[src/nfpm_pkg.sv]
package nfpm_pkg;

   // Default sizes of the point table and of one coordinate.
   localparam int MAX_POINTS_DEF  = 64;
   localparam int COORD_WIDTH_DEF = 16;

   // Fixed field widths of the request and response items.
   localparam int CMD_W    = 2;
   localparam int STATUS_W = 3;
   localparam int INDEX_W  = 6;
   localparam int DIST_W   = 33;

   // Request commands.
   typedef enum logic [CMD_W-1:0] {
      CMD_CLEAR  = 2'd0,
      CMD_ADD    = 2'd1,
      CMD_QUERY  = 2'd2,
      CMD_REPORT = 2'd3
   } cmd_type;

   // Response status codes.
   typedef enum logic [STATUS_W-1:0] {
      STS_MATCHED = 3'd0,
      STS_NO_FREE = 3'd1,
      STS_UNUSED  = 3'd2,
      STS_NONE    = 3'd3,
      STS_FULL    = 3'd4
   } status_type;

   // Sequencer states.
   typedef enum logic [2:0] {
      ST_IDLE,
      ST_Q_SEEK,
      ST_Q_X,
      ST_Q_Y,
      ST_Q_CMP,
      ST_REPORT,
      ST_SINGLE
   } state_type;

endpackage

[src/nfpm_if.sv]
// Request channel: command and position.
interface nfpm_req_if #(
   parameter int COORD_WIDTH = nfpm_pkg::COORD_WIDTH_DEF
);
   logic                          valid;
   logic                          ready;
   logic [nfpm_pkg::CMD_W-1:0]    cmd;
   logic signed [COORD_WIDTH-1:0] pos_x;
   logic signed [COORD_WIDTH-1:0] pos_y;

   modport source (output valid, output cmd, output pos_x, output pos_y, input ready);
   modport sink (input valid, input cmd, input pos_x, input pos_y, output ready);
endinterface

// Response channel: status, index, distance and last flag.
interface nfpm_rsp_if;
   logic                          valid;
   logic                          ready;
   logic [nfpm_pkg::STATUS_W-1:0] status;
   logic [nfpm_pkg::INDEX_W-1:0]  point_index;
   logic [nfpm_pkg::DIST_W-1:0]   dist_sq;
   logic                          last;

   modport source (output valid, output status, output point_index, output dist_sq,
                   output last, input ready);
   modport sink (input valid, input status, input point_index, input dist_sq,
                 input last, output ready);
endinterface

[src/nearest_free_point_matcher.sv]
// Nearest free point matcher. The block holds a table of up to MAX_POINTS
// points in a RAM, each with a used flag in flip-flops. Clear empties the
// table and add appends a point; neither gives a result item, except an
// add to a full table, which answers with status full. A query walks the
// table under a small sequencer that drives one shared squarer: a used
// entry is skipped, an unused one goes through RAM read, x square, y
// square, and add and compare. A query holds the request side off from
// when it is taken until its answer is loaded, and longer while the
// response output stalls. The nearest unused point is marked used and its
// index and squared distance returned, the lowest index winning ties. A
// report steps through the table one entry a cycle while the response
// output is free, and emits one item per unused entry, the final one with
// last set, or a single status none item. Every response sits in an output
// register; when it is not taken, the sequencer waits. Requests are taken
// only while the sequencer is idle.
module nearest_free_point_matcher #(
   parameter int MAX_POINTS  = nfpm_pkg::MAX_POINTS_DEF,
   parameter int COORD_WIDTH = nfpm_pkg::COORD_WIDTH_DEF
) (
   input  logic       clock,
   input  logic       reset,
   nfpm_req_if.sink   req_chan,
   nfpm_rsp_if.source rsp_chan
);

   localparam int IW     = (MAX_POINTS > 1) ? $clog2(MAX_POINTS) : 1;
   localparam int CNT_W  = $clog2(MAX_POINTS + 1);
   localparam int SQ_W   = 2 * COORD_WIDTH;
   localparam int SUM_W  = 2 * COORD_WIDTH + 1;
   localparam int DIST_W = nfpm_pkg::DIST_W;
   localparam int INDEX_W = nfpm_pkg::INDEX_W;

   nfpm_pkg::state_type  state_ff, state_in;
   logic [CNT_W-1:0]     count_ff, count_in;
   logic [MAX_POINTS-1:0] used_ff, used_in;
   logic [CNT_W-1:0]     idx_ff, idx_in;
   logic                 found_ff, found_in;
   logic [IW-1:0]        best_idx_ff, best_idx_in;
   logic [SUM_W-1:0]     best_dist_ff, best_dist_in;
   logic signed [COORD_WIDTH-1:0] qx_ff, qx_in, qy_ff, qy_in;
   logic [SQ_W-1:0]      sq_a_ff, sq_a_in, sq_b_ff, sq_b_in;
   nfpm_pkg::status_type pend_ff, pend_in;

   logic                 rsp_valid_ff, rsp_valid_in;
   nfpm_pkg::status_type rsp_status_ff, rsp_status_in;
   logic [INDEX_W-1:0]   rsp_index_ff, rsp_index_in;
   logic [DIST_W-1:0]    rsp_dist_ff, rsp_dist_in;
   logic                 rsp_last_ff, rsp_last_in;

   logic                 ram_wr_en;
   logic                 ram_rd_en;
   logic [2*COORD_WIDTH-1:0] ram_wr_data;
   logic [2*COORD_WIDTH-1:0] ram_rd_data;

   logic signed [COORD_WIDTH-1:0] opnd_a, opnd_b;
   logic signed [COORD_WIDTH:0]   diff;
   logic [COORD_WIDTH:0]          diff_neg;
   logic [COORD_WIDTH-1:0]        mag;
   logic [SQ_W-1:0]               sq_prod;
   logic [SUM_W-1:0]              sum;

   logic                  accept;
   logic                  out_free;
   logic                  table_full;
   logic                  scan_done;
   logic                  cur_used;
   logic [MAX_POINTS-1:0] free_vec;
   logic [MAX_POINTS-1:0] above_vec;
   logic                  more_above;
   logic [IW+INDEX_W-1:0] idx_ext;
   logic [IW+INDEX_W-1:0] best_ext;
   logic [SUM_W+DIST_W-1:0] dist_ext;

   // Point storage: x in the upper half of the word, y in the lower half.
   nfpm_ram #(
      .WIDTH (2 * COORD_WIDTH),
      .DEPTH (MAX_POINTS)
   ) u_ram (
      .clock   (clock),
      .wr_en   (ram_wr_en),
      .wr_addr (count_ff[IW-1:0]),
      .wr_data (ram_wr_data),
      .rd_en   (ram_rd_en),
      .rd_addr (idx_ff[IW-1:0]),
      .rd_data (ram_rd_data)
   );

   assign ram_wr_data = {req_chan.pos_x, req_chan.pos_y};

   // Shared squarer: absolute difference of one coordinate, then its square.
   always_comb begin
      if (state_ff == nfpm_pkg::ST_Q_Y) begin
         opnd_a = ram_rd_data[COORD_WIDTH-1:0];
         opnd_b = qy_ff;
      end else begin
         opnd_a = ram_rd_data[2*COORD_WIDTH-1:COORD_WIDTH];
         opnd_b = qx_ff;
      end
   end

   assign diff     = $signed({opnd_a[COORD_WIDTH-1], opnd_a})
                   - $signed({opnd_b[COORD_WIDTH-1], opnd_b});
   assign diff_neg = -diff;
   assign mag      = diff[COORD_WIDTH] ? diff_neg[COORD_WIDTH-1:0] : diff[COORD_WIDTH-1:0];
   assign sq_prod  = {{COORD_WIDTH{1'b0}}, mag} * {{COORD_WIDTH{1'b0}}, mag};
   assign sum      = {1'b0, sq_a_ff} + {1'b0, sq_b_ff};

   // Handshake and scan status.
   assign accept     = req_chan.valid && req_chan.ready;
   assign out_free   = !rsp_valid_ff || rsp_chan.ready;
   assign table_full = (count_ff == CNT_W'(MAX_POINTS));
   assign scan_done  = (idx_ff == count_ff);
   assign cur_used   = used_ff[idx_ff[IW-1:0]];
   assign idx_ext    = {{INDEX_W{1'b0}}, idx_ff[IW-1:0]};
   assign best_ext   = {{INDEX_W{1'b0}}, best_idx_ff};
   assign dist_ext   = {{DIST_W{1'b0}}, best_dist_ff};

   // Free entries after the current scan position decide the last flag.
   always_comb begin
      for (int k = 0; k < MAX_POINTS; k++) begin
         free_vec[k]  = !used_ff[k] && (CNT_W'(k) < count_ff);
         above_vec[k] = (CNT_W'(k) > idx_ff);
      end
   end

   assign more_above = |(free_vec & above_vec);

   // Sequencer: next state, table updates and response loading.
   always_comb begin
      state_in      = state_ff;
      count_in      = count_ff;
      used_in       = used_ff;
      idx_in        = idx_ff;
      found_in      = found_ff;
      best_idx_in   = best_idx_ff;
      best_dist_in  = best_dist_ff;
      qx_in         = qx_ff;
      qy_in         = qy_ff;
      sq_a_in       = sq_a_ff;
      sq_b_in       = sq_b_ff;
      pend_in       = pend_ff;
      ram_wr_en     = 1'b0;
      ram_rd_en     = 1'b0;
      rsp_valid_in  = rsp_valid_ff && !rsp_chan.ready;
      rsp_status_in = rsp_status_ff;
      rsp_index_in  = rsp_index_ff;
      rsp_dist_in   = rsp_dist_ff;
      rsp_last_in   = rsp_last_ff;

      unique case (state_ff)
         nfpm_pkg::ST_IDLE: begin
            if (accept) begin
               idx_in   = '0;
               found_in = 1'b0;
               qx_in    = req_chan.pos_x;
               qy_in    = req_chan.pos_y;
               unique case (nfpm_pkg::cmd_type'(req_chan.cmd))
                  nfpm_pkg::CMD_CLEAR: begin
                     count_in = '0;
                     used_in  = '0;
                  end
                  nfpm_pkg::CMD_ADD: begin
                     if (table_full) begin
                        pend_in  = nfpm_pkg::STS_FULL;
                        state_in = nfpm_pkg::ST_SINGLE;
                     end else begin
                        ram_wr_en                  = 1'b1;
                        used_in[count_ff[IW-1:0]]  = 1'b0;
                        count_in                   = count_ff + CNT_W'(1);
                     end
                  end
                  nfpm_pkg::CMD_QUERY: begin
                     state_in = nfpm_pkg::ST_Q_SEEK;
                  end
                  nfpm_pkg::CMD_REPORT: begin
                     state_in = nfpm_pkg::ST_REPORT;
                  end
               endcase
            end
         end

         // Skip used entries; read the next unused one, or end the scan at the table's end.
         nfpm_pkg::ST_Q_SEEK: begin
            priority if (scan_done) begin
               pend_in  = found_ff ? nfpm_pkg::STS_MATCHED : nfpm_pkg::STS_NO_FREE;
               state_in = nfpm_pkg::ST_SINGLE;
            end else if (cur_used) begin
               idx_in = idx_ff + CNT_W'(1);
            end else begin
               ram_rd_en = 1'b1;
               state_in  = nfpm_pkg::ST_Q_X;
            end
         end

         nfpm_pkg::ST_Q_X: begin
            sq_a_in  = sq_prod;
            state_in = nfpm_pkg::ST_Q_Y;
         end

         nfpm_pkg::ST_Q_Y: begin
            sq_b_in  = sq_prod;
            state_in = nfpm_pkg::ST_Q_CMP;
         end

         // Keep the first strictly smaller distance.
         nfpm_pkg::ST_Q_CMP: begin
            if (!found_ff || (sum < best_dist_ff)) begin
               found_in     = 1'b1;
               best_idx_in  = idx_ff[IW-1:0];
               best_dist_in = sum;
            end
            idx_in   = idx_ff + CNT_W'(1);
            state_in = nfpm_pkg::ST_Q_SEEK;
         end

         // Emit one item per unused entry, waiting on a busy output.
         nfpm_pkg::ST_REPORT: begin
            priority if (scan_done) begin
               if (found_ff) begin
                  state_in = nfpm_pkg::ST_IDLE;
               end else begin
                  pend_in  = nfpm_pkg::STS_NONE;
                  state_in = nfpm_pkg::ST_SINGLE;
               end
            end else if (cur_used) begin
               idx_in = idx_ff + CNT_W'(1);
            end else if (out_free) begin
               rsp_valid_in  = 1'b1;
               rsp_status_in = nfpm_pkg::STS_UNUSED;
               rsp_index_in  = idx_ext[INDEX_W-1:0];
               rsp_dist_in   = '0;
               rsp_last_in   = !more_above;
               found_in      = 1'b1;
               idx_in        = idx_ff + CNT_W'(1);
            end
         end

         // Single closing item; a match marks its point used.
         nfpm_pkg::ST_SINGLE: begin
            if (out_free) begin
               rsp_valid_in  = 1'b1;
               rsp_status_in = pend_ff;
               rsp_last_in   = 1'b1;
               if (pend_ff == nfpm_pkg::STS_MATCHED) begin
                  rsp_index_in         = best_ext[INDEX_W-1:0];
                  rsp_dist_in          = dist_ext[DIST_W-1:0];
                  used_in[best_idx_ff] = 1'b1;
               end else begin
                  rsp_index_in = '0;
                  rsp_dist_in  = '0;
               end
               state_in = nfpm_pkg::ST_IDLE;
            end
         end

         default: begin
            state_in = nfpm_pkg::ST_IDLE;
         end
      endcase
   end

   // Control registers.
   always_ff @(posedge clock) begin
      if (reset) begin
         state_ff     <= nfpm_pkg::ST_IDLE;
         count_ff     <= '0;
         used_ff      <= '0;
         idx_ff       <= '0;
         found_ff     <= 1'b0;
         rsp_valid_ff <= 1'b0;
      end else begin
         state_ff     <= state_in;
         count_ff     <= count_in;
         used_ff      <= used_in;
         idx_ff       <= idx_in;
         found_ff     <= found_in;
         rsp_valid_ff <= rsp_valid_in;
      end
   end

   // Payload registers.
   always_ff @(posedge clock) begin
      best_idx_ff   <= best_idx_in;
      best_dist_ff  <= best_dist_in;
      qx_ff         <= qx_in;
      qy_ff         <= qy_in;
      sq_a_ff       <= sq_a_in;
      sq_b_ff       <= sq_b_in;
      pend_ff       <= pend_in;
      rsp_status_ff <= rsp_status_in;
      rsp_index_ff  <= rsp_index_in;
      rsp_dist_ff   <= rsp_dist_in;
      rsp_last_ff   <= rsp_last_in;
   end

   // Channel outputs.
   assign req_chan.ready       = (state_ff == nfpm_pkg::ST_IDLE);
   assign rsp_chan.valid       = rsp_valid_ff;
   assign rsp_chan.status      = rsp_status_ff;
   assign rsp_chan.point_index = rsp_index_ff;
   assign rsp_chan.dist_sq     = rsp_dist_ff;
   assign rsp_chan.last        = rsp_last_ff;

`ifndef SYNTHESIS
   // The fill count never passes the table size.
   assert property (@(posedge clock) disable iff (reset)
      count_ff <= CNT_W'(MAX_POINTS))
      else $error("point count exceeds table size");

   // A scan never runs past the filled part of the table.
   assert property (@(posedge clock) disable iff (reset)
      (state_ff != nfpm_pkg::ST_IDLE) |-> (idx_ff <= count_ff))
      else $error("scan index beyond point count");

   // An add to a table with room grows the count by one.
   assert property (@(posedge clock) disable iff (reset)
      (accept && (req_chan.cmd == nfpm_pkg::CMD_ADD) && !table_full)
      |=> (count_ff == $past(count_ff) + CNT_W'(1)))
      else $error("add did not grow the point count");
`endif

endmodule

[src/nfpm_ram.sv]
// Simple dual-port RAM with one write port and one registered read port.
module nfpm_ram #(
   parameter int WIDTH = 32,
   parameter int DEPTH = 64,
   localparam int AW = (DEPTH > 1) ? $clog2(DEPTH) : 1
) (
   input  logic             clock,
   input  logic             wr_en,
   input  logic [AW-1:0]    wr_addr,
   input  logic [WIDTH-1:0] wr_data,
   input  logic             rd_en,
   input  logic [AW-1:0]    rd_addr,
   output logic [WIDTH-1:0] rd_data
);

   logic [WIDTH-1:0] mem [DEPTH];
   logic [WIDTH-1:0] rd_data_ff;

   // Write port and registered read; the read data holds while rd_en is low.
   always_ff @(posedge clock) begin
      if (wr_en) begin
         mem[wr_addr] <= wr_data;
      end
      if (rd_en) begin
         rd_data_ff <= mem[rd_addr];
      end
   end

   assign rd_data = rd_data_ff;

endmodule

[src/flat_wrapper.sv]
// flat-port wrapper written by rule: the top's interface ports become plain ports
module nearest_free_point_matcher_flat 
#(
   parameter int MAX_POINTS  = nfpm_pkg::MAX_POINTS_DEF,
   parameter int COORD_WIDTH = nfpm_pkg::COORD_WIDTH_DEF
)
  (clock, reset, req_chan_valid, req_chan_cmd, req_chan_pos_x, req_chan_pos_y, req_chan_ready, rsp_chan_valid, rsp_chan_status, rsp_chan_point_index, rsp_chan_dist_sq, rsp_chan_last, rsp_chan_ready);
  nfpm_req_if #(.COORD_WIDTH(COORD_WIDTH)) req_chan_i ();
  nfpm_rsp_if rsp_chan_i ();
  input  logic clock;
  input  logic reset;
  input wire logic [$bits(req_chan_i.valid)-1:0] req_chan_valid;
  input wire logic [$bits(req_chan_i.cmd)-1:0] req_chan_cmd;
  input wire logic [$bits(req_chan_i.pos_x)-1:0] req_chan_pos_x;
  input wire logic [$bits(req_chan_i.pos_y)-1:0] req_chan_pos_y;
  output wire logic [$bits(req_chan_i.ready)-1:0] req_chan_ready;
  output wire logic [$bits(rsp_chan_i.valid)-1:0] rsp_chan_valid;
  output wire logic [$bits(rsp_chan_i.status)-1:0] rsp_chan_status;
  output wire logic [$bits(rsp_chan_i.point_index)-1:0] rsp_chan_point_index;
  output wire logic [$bits(rsp_chan_i.dist_sq)-1:0] rsp_chan_dist_sq;
  output wire logic [$bits(rsp_chan_i.last)-1:0] rsp_chan_last;
  input wire logic [$bits(rsp_chan_i.ready)-1:0] rsp_chan_ready;
  assign req_chan_i.valid = req_chan_valid;
  assign req_chan_i.cmd = req_chan_cmd;
  assign req_chan_i.pos_x = req_chan_pos_x;
  assign req_chan_i.pos_y = req_chan_pos_y;
  assign req_chan_ready = req_chan_i.ready;
  assign rsp_chan_valid = rsp_chan_i.valid;
  assign rsp_chan_status = rsp_chan_i.status;
  assign rsp_chan_point_index = rsp_chan_i.point_index;
  assign rsp_chan_dist_sq = rsp_chan_i.dist_sq;
  assign rsp_chan_last = rsp_chan_i.last;
  assign rsp_chan_i.ready = rsp_chan_ready;
  nearest_free_point_matcher #(.MAX_POINTS(MAX_POINTS), .COORD_WIDTH(COORD_WIDTH)) u_core (.clock(clock), .reset(reset), .req_chan(req_chan_i), .rsp_chan(rsp_chan_i));
endmodule
[config.mk]
export PLATFORM = sky130hd
export DESIGN_NAME = nearest_free_point_matcher_flat
export DESIGN_NICKNAME = d
export VERILOG_FILES = /design/src/nfpm_pkg.sv /design/src/nfpm_if.sv /design/src/nearest_free_point_matcher.sv /design/src/nfpm_ram.sv /design/src/flat_wrapper.sv
export SDC_FILE = /design/constraint.sdc
export NUM_CORES = 2
export LEC_CHECK = 0
export BUFFER_PORTS_ARGS = -buffer_cell sky130_fd_sc_hd__buf_2
export CAP_MARGIN = 20
export CELL_PAD_IN_SITES_DETAIL_PLACEMENT = 1
export CELL_PAD_IN_SITES_GLOBAL_PLACEMENT = 1
export CORE_MARGIN = 2
export CORE_UTILIZATION = 60
export DETAILED_ROUTE_END_ITERATION = 8
export PLACE_DENSITY = 0.86
export SLEW_MARGIN = 25
export SYNTH_ARGS = -nofsm -noshare
export SYNTH_HDL_FRONTEND = slang
export SYNTH_SLANG_ARGS = --single-unit
[constraint.sdc]
create_clock -name clock -period 15.7 [get_ports clock]
set_input_delay 0.785 -clock clock [delete_from_list [all_inputs] [get_ports clock]]
set_output_delay 0.785 -clock clock [all_outputs]
set_load 0.01 [all_outputs]
Word-level counts from Yosys, hierarchy flattened
Memories as Yosys holds them, arrays and structs flattened. A register that Yosys moved wholly into a read port is not among the register bits. Index checks and enable logic that the tools add are counted.

Register bits after elaboration: 264. RAM bits: 2048. Output and inout bits: 45. Word-level logic and storage cells: 432. Memories: 1.

$add $sub $neg: 5. Multiply operators: 1. Magnitude comparators: 134. Eq/ne operators: 32. Muxes and demuxes: 81. Bitwise operators: 4. Reductions and logical operators: 157.

Memory list: u_core.u_ram.mem (depth 64, width 32, read ports 1, clocked after Yosys merged registers in 1, wr ports 1, line nfpm_ram.sv:16) `logic [WIDTH-1:0] mem [DEPTH];`.

Operators by type and width (number): two-way mux 64 bit (4); case mux 64 bit (2 select lines) (2); > comparator 6 x 7 -> 1 bit, first input constant (32); less-than comparator 6 x 7 -> 1 bit, first input constant (32); two-way mux 33 bit (5); bitwise AND 64 bit (2); > comparator 5 x 7 -> 1 bit, first input constant (16); less-than comparator 5 x 7 -> 1 bit, first input constant (16); logical AND 1 bit (68); logical NOT 1 bit (68); case mux 33 bit (2 select lines) (1); NOT 64 bit (1); OR 64 bit (1); OR reduction 64 bit (1); > comparator 4 x 7 -> 1 bit, first input constant (8); less-than comparator 4 x 7 -> 1 bit, first input constant (8); two-way mux 3 bit (17); two-way mux 7 bit (7); two-way mux 16 bit (3); adder 32 x 32 -> 33 bit (1); less-than comparator 33 bit (1); multiplier 16 x 16 -> 32 bit (1); two-way mux 6 bit (5); > comparator 3 x 7 -> 1 bit, first input constant (4); other kinds (45) (110).

Longest topological paths before layout
Depth in word-level cells: 10. Gate-level depth with buffers: 44. Mapped depth without buffers: 42.

Modules after synthesis
Synthesis repeated with hierarchy kept, for this count alone.

Cells, all modules: 5921. Area total of the unflattened synthesis: 101602.4 um^2.

Modules (own cells, without submodules): nfpm_ram (times used 1, cells an instance 3511, area each 79359.9 um^2, sequential area each 62459.9 um^2); nearest_free_point_matcher (times used 1, cells an instance 2410, area each 22242.6 um^2, sequential area each 7036.7 um^2).

Worst setup path after synthesis
Ideal clock, no wire load.

Path kind: register to register. Start: register u_core.state_ff[0]. End: register u_core.sq_a_ff[28] (data pin). Library setup time: 0.265 ns. Arrival time: 10.445 ns. Data required time: 15.435 ns. Path slack: 4.989 ns. Stages on the path, launching flop included: 40. Path buffers: 3. Period minus slack after synthesis: 10.711 ns. Cells stage by stage: dfxtp_1 clkbuf_1 nand3_1 clkinv_1 clkbuf_1 nand2_1 nand2_1 ha_1 nor2b_1 o31ai_2 a211o_1 nand4_1 or3_4 or4_1 a22oi_2 xor2_1 buf_4 nor2_2 (+4 left out) inv_1 fa_1 fa_1 fa_1 inv_1 fa_1 inv_1 ha_1 a21o_1 a21o_1 a21o_1 a21o_1 a21o_1 a31o_2 a31oi_1 o31a_1 nor4b_1 a311o_1.

Longest elaborated chain between the ends: 6. Elaborated cells between the ends (all ways): 7. Classes of those cells: 2 x add/sub; 1 x mul; 1 x eq/ne; 3 x mux.

Ends and longest elaborated chain: from (decl) (line nearest_free_point_matcher.sv:33) `nfpm_pkg::state_type state_ff, state_in;`; from (signal assigned) (line nearest_free_point_matcher.sv:265) `state_ff <= nfpm_pkg::ST_IDLE;`; from (signal assigned) (line nearest_free_point_matcher.sv:272) `state_ff <= state_in;`; == test 3 x 2 -> 1 bit * (line nearest_free_point_matcher.sv:92) `if (state_ff == nfpm_pkg::ST_Q_Y) begin`; two-way mux 16 bit (line nearest_free_point_matcher.sv:92); subtractor 16 x 16 -> 17 bit * (line nearest_free_point_matcher.sv:102) `- $signed({opnd_b[COORD_WIDTH-1], opnd_b});`; negation 16 bit (line nearest_free_point_matcher.sv:103) `assign diff_neg = -diff;`; two-way mux 16 bit * (line nearest_free_point_matcher.sv:104) `assign mag = diff[COORD_WIDTH] ? diff_neg[COORD_WIDTH-1:0] : diff[COORD_WIDTH-1:0];`; multiplier 16 x 16 -> 32 bit * (line nearest_free_point_matcher.sv:105) `assign sq_prod = {{COORD_WIDTH{1'b0}}, mag} * {{COORD_WIDTH{1'b0}}, mag};`; via u_core.sq_prod[28] (line nearest_free_point_matcher.sv:59) `logic [SQ_W-1:0] sq_prod;`; to (signal assigned) (line nearest_free_point_matcher.sv:287) `sq_a_ff <= sq_a_in;`; to (decl) (line nearest_free_point_matcher.sv:41) `logic [SQ_W-1:0] sq_a_ff, sq_a_in, sq_b_ff, sq_b_in;`.

The timed path passes the listed nets; every way through them passes the cells marked *. A chain may end at the register's enable or synchronous reset.

Worst setup path in the final report
Start: register u_core.state_ff[0]. End: register u_core.sq_a_ff[31] (data pin).

The elaborated chain is that of the path after synthesis.

==> run_results.csv <==
group,metric,value,unit
critical_path,worstSetupPathType,"flip-flop to flip-flop",
floorplanning,core_area,0.1674,sq mm
floorplanning,die_x,414.8,um
global_route,use_met3,7.440,%
clock_tree,clock_path_buffers,3,
global_route,use_met1,51.25,%
route,drt-initial-drc-count,9012,
route,wl,329200,um
critical_path,reg2reg_from,"u_core.state_ff[0]",
critical_path,worst_path_most_repeated_cell,"fa_1",
sta,slew_violations,0,
sta,slew_headroom,25.71,%
cells_and_area,fill_cells,13710,
critical_path,cp.arrival,13790,ps
global_route,top_usage_layer,"met2",
clock_tree,cts.hold.buffers_added,0,
sta,rsz0062_at_grt,"false",
floorplanning,initial_utilization,60.48,%
floorplanning,die_area,0.1721,sq mm
sta,worst_slew_pin_slew,1108,ps
yosys,async_reset_ff_share,0,%
clock_tree,cts_tree,"built",
cells_and_area,multiInputGateArea,0.03007,sq mm
clock_tree,root_buffer,"clkbuf_16",
yosys,ys_seq_elements,2342,
global_route,grt_pass1_wl,467700,um
cells_and_area,drive_gt1_share,22.36,%
critical_path,crit_fanout,63,
route,ant_nets,0,
yosys,synth_edf_count,2259,
cells_and_area,ff_latch_area,0.06951,sq mm
yosys,synth.area.top_cells,"edfxtp_1 (67%), mux4_2 (15%), fa_1 (3.3%)",
route,drtPass1Iterations,5,
floorplanning,die_y,414.8,um
sta,clock.fmax,0.07580,GHz
sta,fin_ws,2507,ps
yosys,syn-mean-instance-area,18.30,sq um
worst_hold_path,hp-class,"input port to flip-flop",
sta,skew,73.03,ps
clock_tree,insertion_delay,880,ps
yosys,syn-num-nets,5919,
clock_tree,cts_num_sinks,2342,
route,drc,0,
sta,hold_viol,0,
route,avgRoutedWirePerCell,40.66,um
global_route,antenna_found_initial,12,
yosys,ys_top_cells_by_count,"edfxtp_1 (2,259), mux4_2 (654), inv_1 (294)",
critical_path,cp-start-kind,"flip-flop",
global_route,met2_usage,61.44,%
critical_path,crit_path_top_delay_cell,"buf_4",
yosys,synth.most_common_cell,"edfxtp_1",
global_route,grt_start_max_net_pins,135,
route,vias,59400,
place,pre_cts_ws,2723,ps
place,io_buffers,82,
sta,fin_crit_sh,84.03,%
sta,min_period,13190,ps
critical_path,required,16290,ps
clock_tree,clk_pin_slew,60,ps
cells_and_area,syn2layout_area_growth,11.06,%
cells_and_area,finalNetCount,6078,
yosys,synth_top_area_share,66.99,%
run_status,status,"finished clean",
worst_hold_path,hp-start,"rsp_chan_ready",
clock_tree,htree_levels,4,
sta,setup_violations,0,
yosys,synth_ff_type,"edfxtp_1",
place,dp_hpwl,167500,um
sta,fin_setup_tns,0,ps
critical_path,cp_slowest_stage_delay,760,ps
clock_tree,cts_resized,0,
critical_path,crit_start,"u_core.state_ff[0]",
clock_tree,post_cts_buffers,0,
floorplanning,ios,83,
yosys,yosysSeqAreaShare,68.63,%
global_route,grt.overflow.total,0,
clock_tree,numCtsBuffers,221,
yosys,synth_cell_types,89,
critical_path,cp-end-kind,"flip-flop",
yosys,syn_area,0.1013,sq mm
floorplanning,rows,150,
flow_run,drv_cap,0,
yosys,syn_inst,5534,
route,viasPerCell,7.336,
global_route,grt_pass1_vias,61350,
place,gp_congestion,0.9523,
yosys,synth_area_leader_cell,"edfxtp_1",
global_route,grt_use_total,38.65,%
yosys,yosysWarnings,0,
[stage by stage]
| stage | cells | util [%] | instance area [sq um] | hold WS, ps |
|---|---|---|---|---|
| after global routing | 8093 | 67.17 | 112400 | 370.4 |
| after detailed placement | 7671 | 62.70 | 105000 | 491.9 |
| after CTS | 8090 | 67.09 | 112300 | 313.2 |
| final | 8097 | 67.17 | 112500 | 367.6 |
| after global placement | 7670 | 62.66 | 104900 | 477.4 |
| after floorplan | 5534 | - | 101300 | 406.4 |
[cell type report]
type                            count  area share (%)
Sequential cell                  2342           61.81
Multi-Input combinational cell   2604           26.74
Clock buffer                      270           5.128
Tap cell                         2204           2.452
Timing Repair Buffer              217           1.435
Clock inverter                    149           1.400
Inverter                          307           1.028
Antenna cell                        4        0.008901
[worst max-delay path: cells and delay by family, from the launching register on]
kind / cells / cell delay (ps)
adders and majority gates: 9 / 3990
buffers and inverters: 9 / 1920
xor gates and xnor gates: 3 / 1600
and+or+nand+nor: 6 / 1580
DFF: 1 / 650
AOI/OAI and AO/OA: 11 / 2740
muxes: 1 / 370
[cell usage in the layout (no fill, tap or decap), types with 20 or more instances in the layout]
| cell | n |
|---|---|
| edfxtp_1 | 2259 |
| clkinv_1 | 58 |
| xor2_1 | 29 |
| mux2i_1 | 74 |
| a21oi_1 | 231 |
| dfxtp_1 | 78 |
| inv_1 | 294 |
| nor4_1 | 42 |
| nand3_1 | 28 |
| buf_4 | 152 |
| clkinv_2 | 42 |
| nor2_1 | 197 |
| nor3_1 | 50 |
| nor2b_1 | 22 |
| o21ai_0 | 138 |
| nand2_1 | 266 |
| o22ai_1 | 26 |
| nand2b_1 | 34 |
| mux4_2 | 654 |
| clkbuf_1 | 46 |
| nor2_4 | 64 |
| fa_1 | 165 |
| xnor2_1 | 55 |
| a31oi_1 | 20 |
| a21o_1 | 49 |
| buf_2 | 55 |
| clkbuf_16 | 223 |
| ha_1 | 182 |
| bufinv_16 | 24 |
[logic make-up (layout without fill, tap and decap cells)]
family          count (synthesis)  in the layout  share of synthesized area [%]
other cells                     0              4                              0
buf+inv                       588            943                          2.243
fa+ha+maj                     347            347                          5.511
mux                           732            732                          15.32
compound gates                629            629                          3.865
flops                        2342           2342                          68.63
xor+xnor                       89             89                         0.7834
simple gates                  807            807                          3.640
[worst paths after layout]
kind | slack (ps) | depth (start not counted) | endpoint
max | 2510 | 39 | u_core.sq_a_ff[31]
min | 370 | 4 | u_core.rsp_chan.valid
max reg2reg | 2510 | 39 | u_core.sq_a_ff[31]
min reg2reg | 510 | 2 | u_core.used_ff[8]
[flip-flops by register name, summed over array words and instances, names as in the netlist, 6 cells and up]
name	cells
u_core.best_dist_ff	33
u_core.best_idx_ff	6
u_core.count_ff	7
u_core.idx_ff	7
u_core.qx_ff	16
u_core.qy_ff	16
u_core.rsp_chan.dist_sq	33
u_core.rsp_chan.point_index	6
u_core.sq_a_ff	31
u_core.sq_b_ff	31
u_core.u_ram.mem	2048
u_core.u_ram.rd_data	32
u_core.used_ff	64
[routing by layer]
| metal | wire (um) | share of wire [%] |
|---|---|---|
| met5 | 28 | 0.0085 |
| met3 | 35520 | 11 |
| met2 | 158400 | 48 |
| met4 | 21180 | 6.4 |
| met1 | 114100 | 35 |
Power is left out: the tool's default activity adds up to more than one toggle a clock period on the data nets, which glitch-free logic cannot reach.
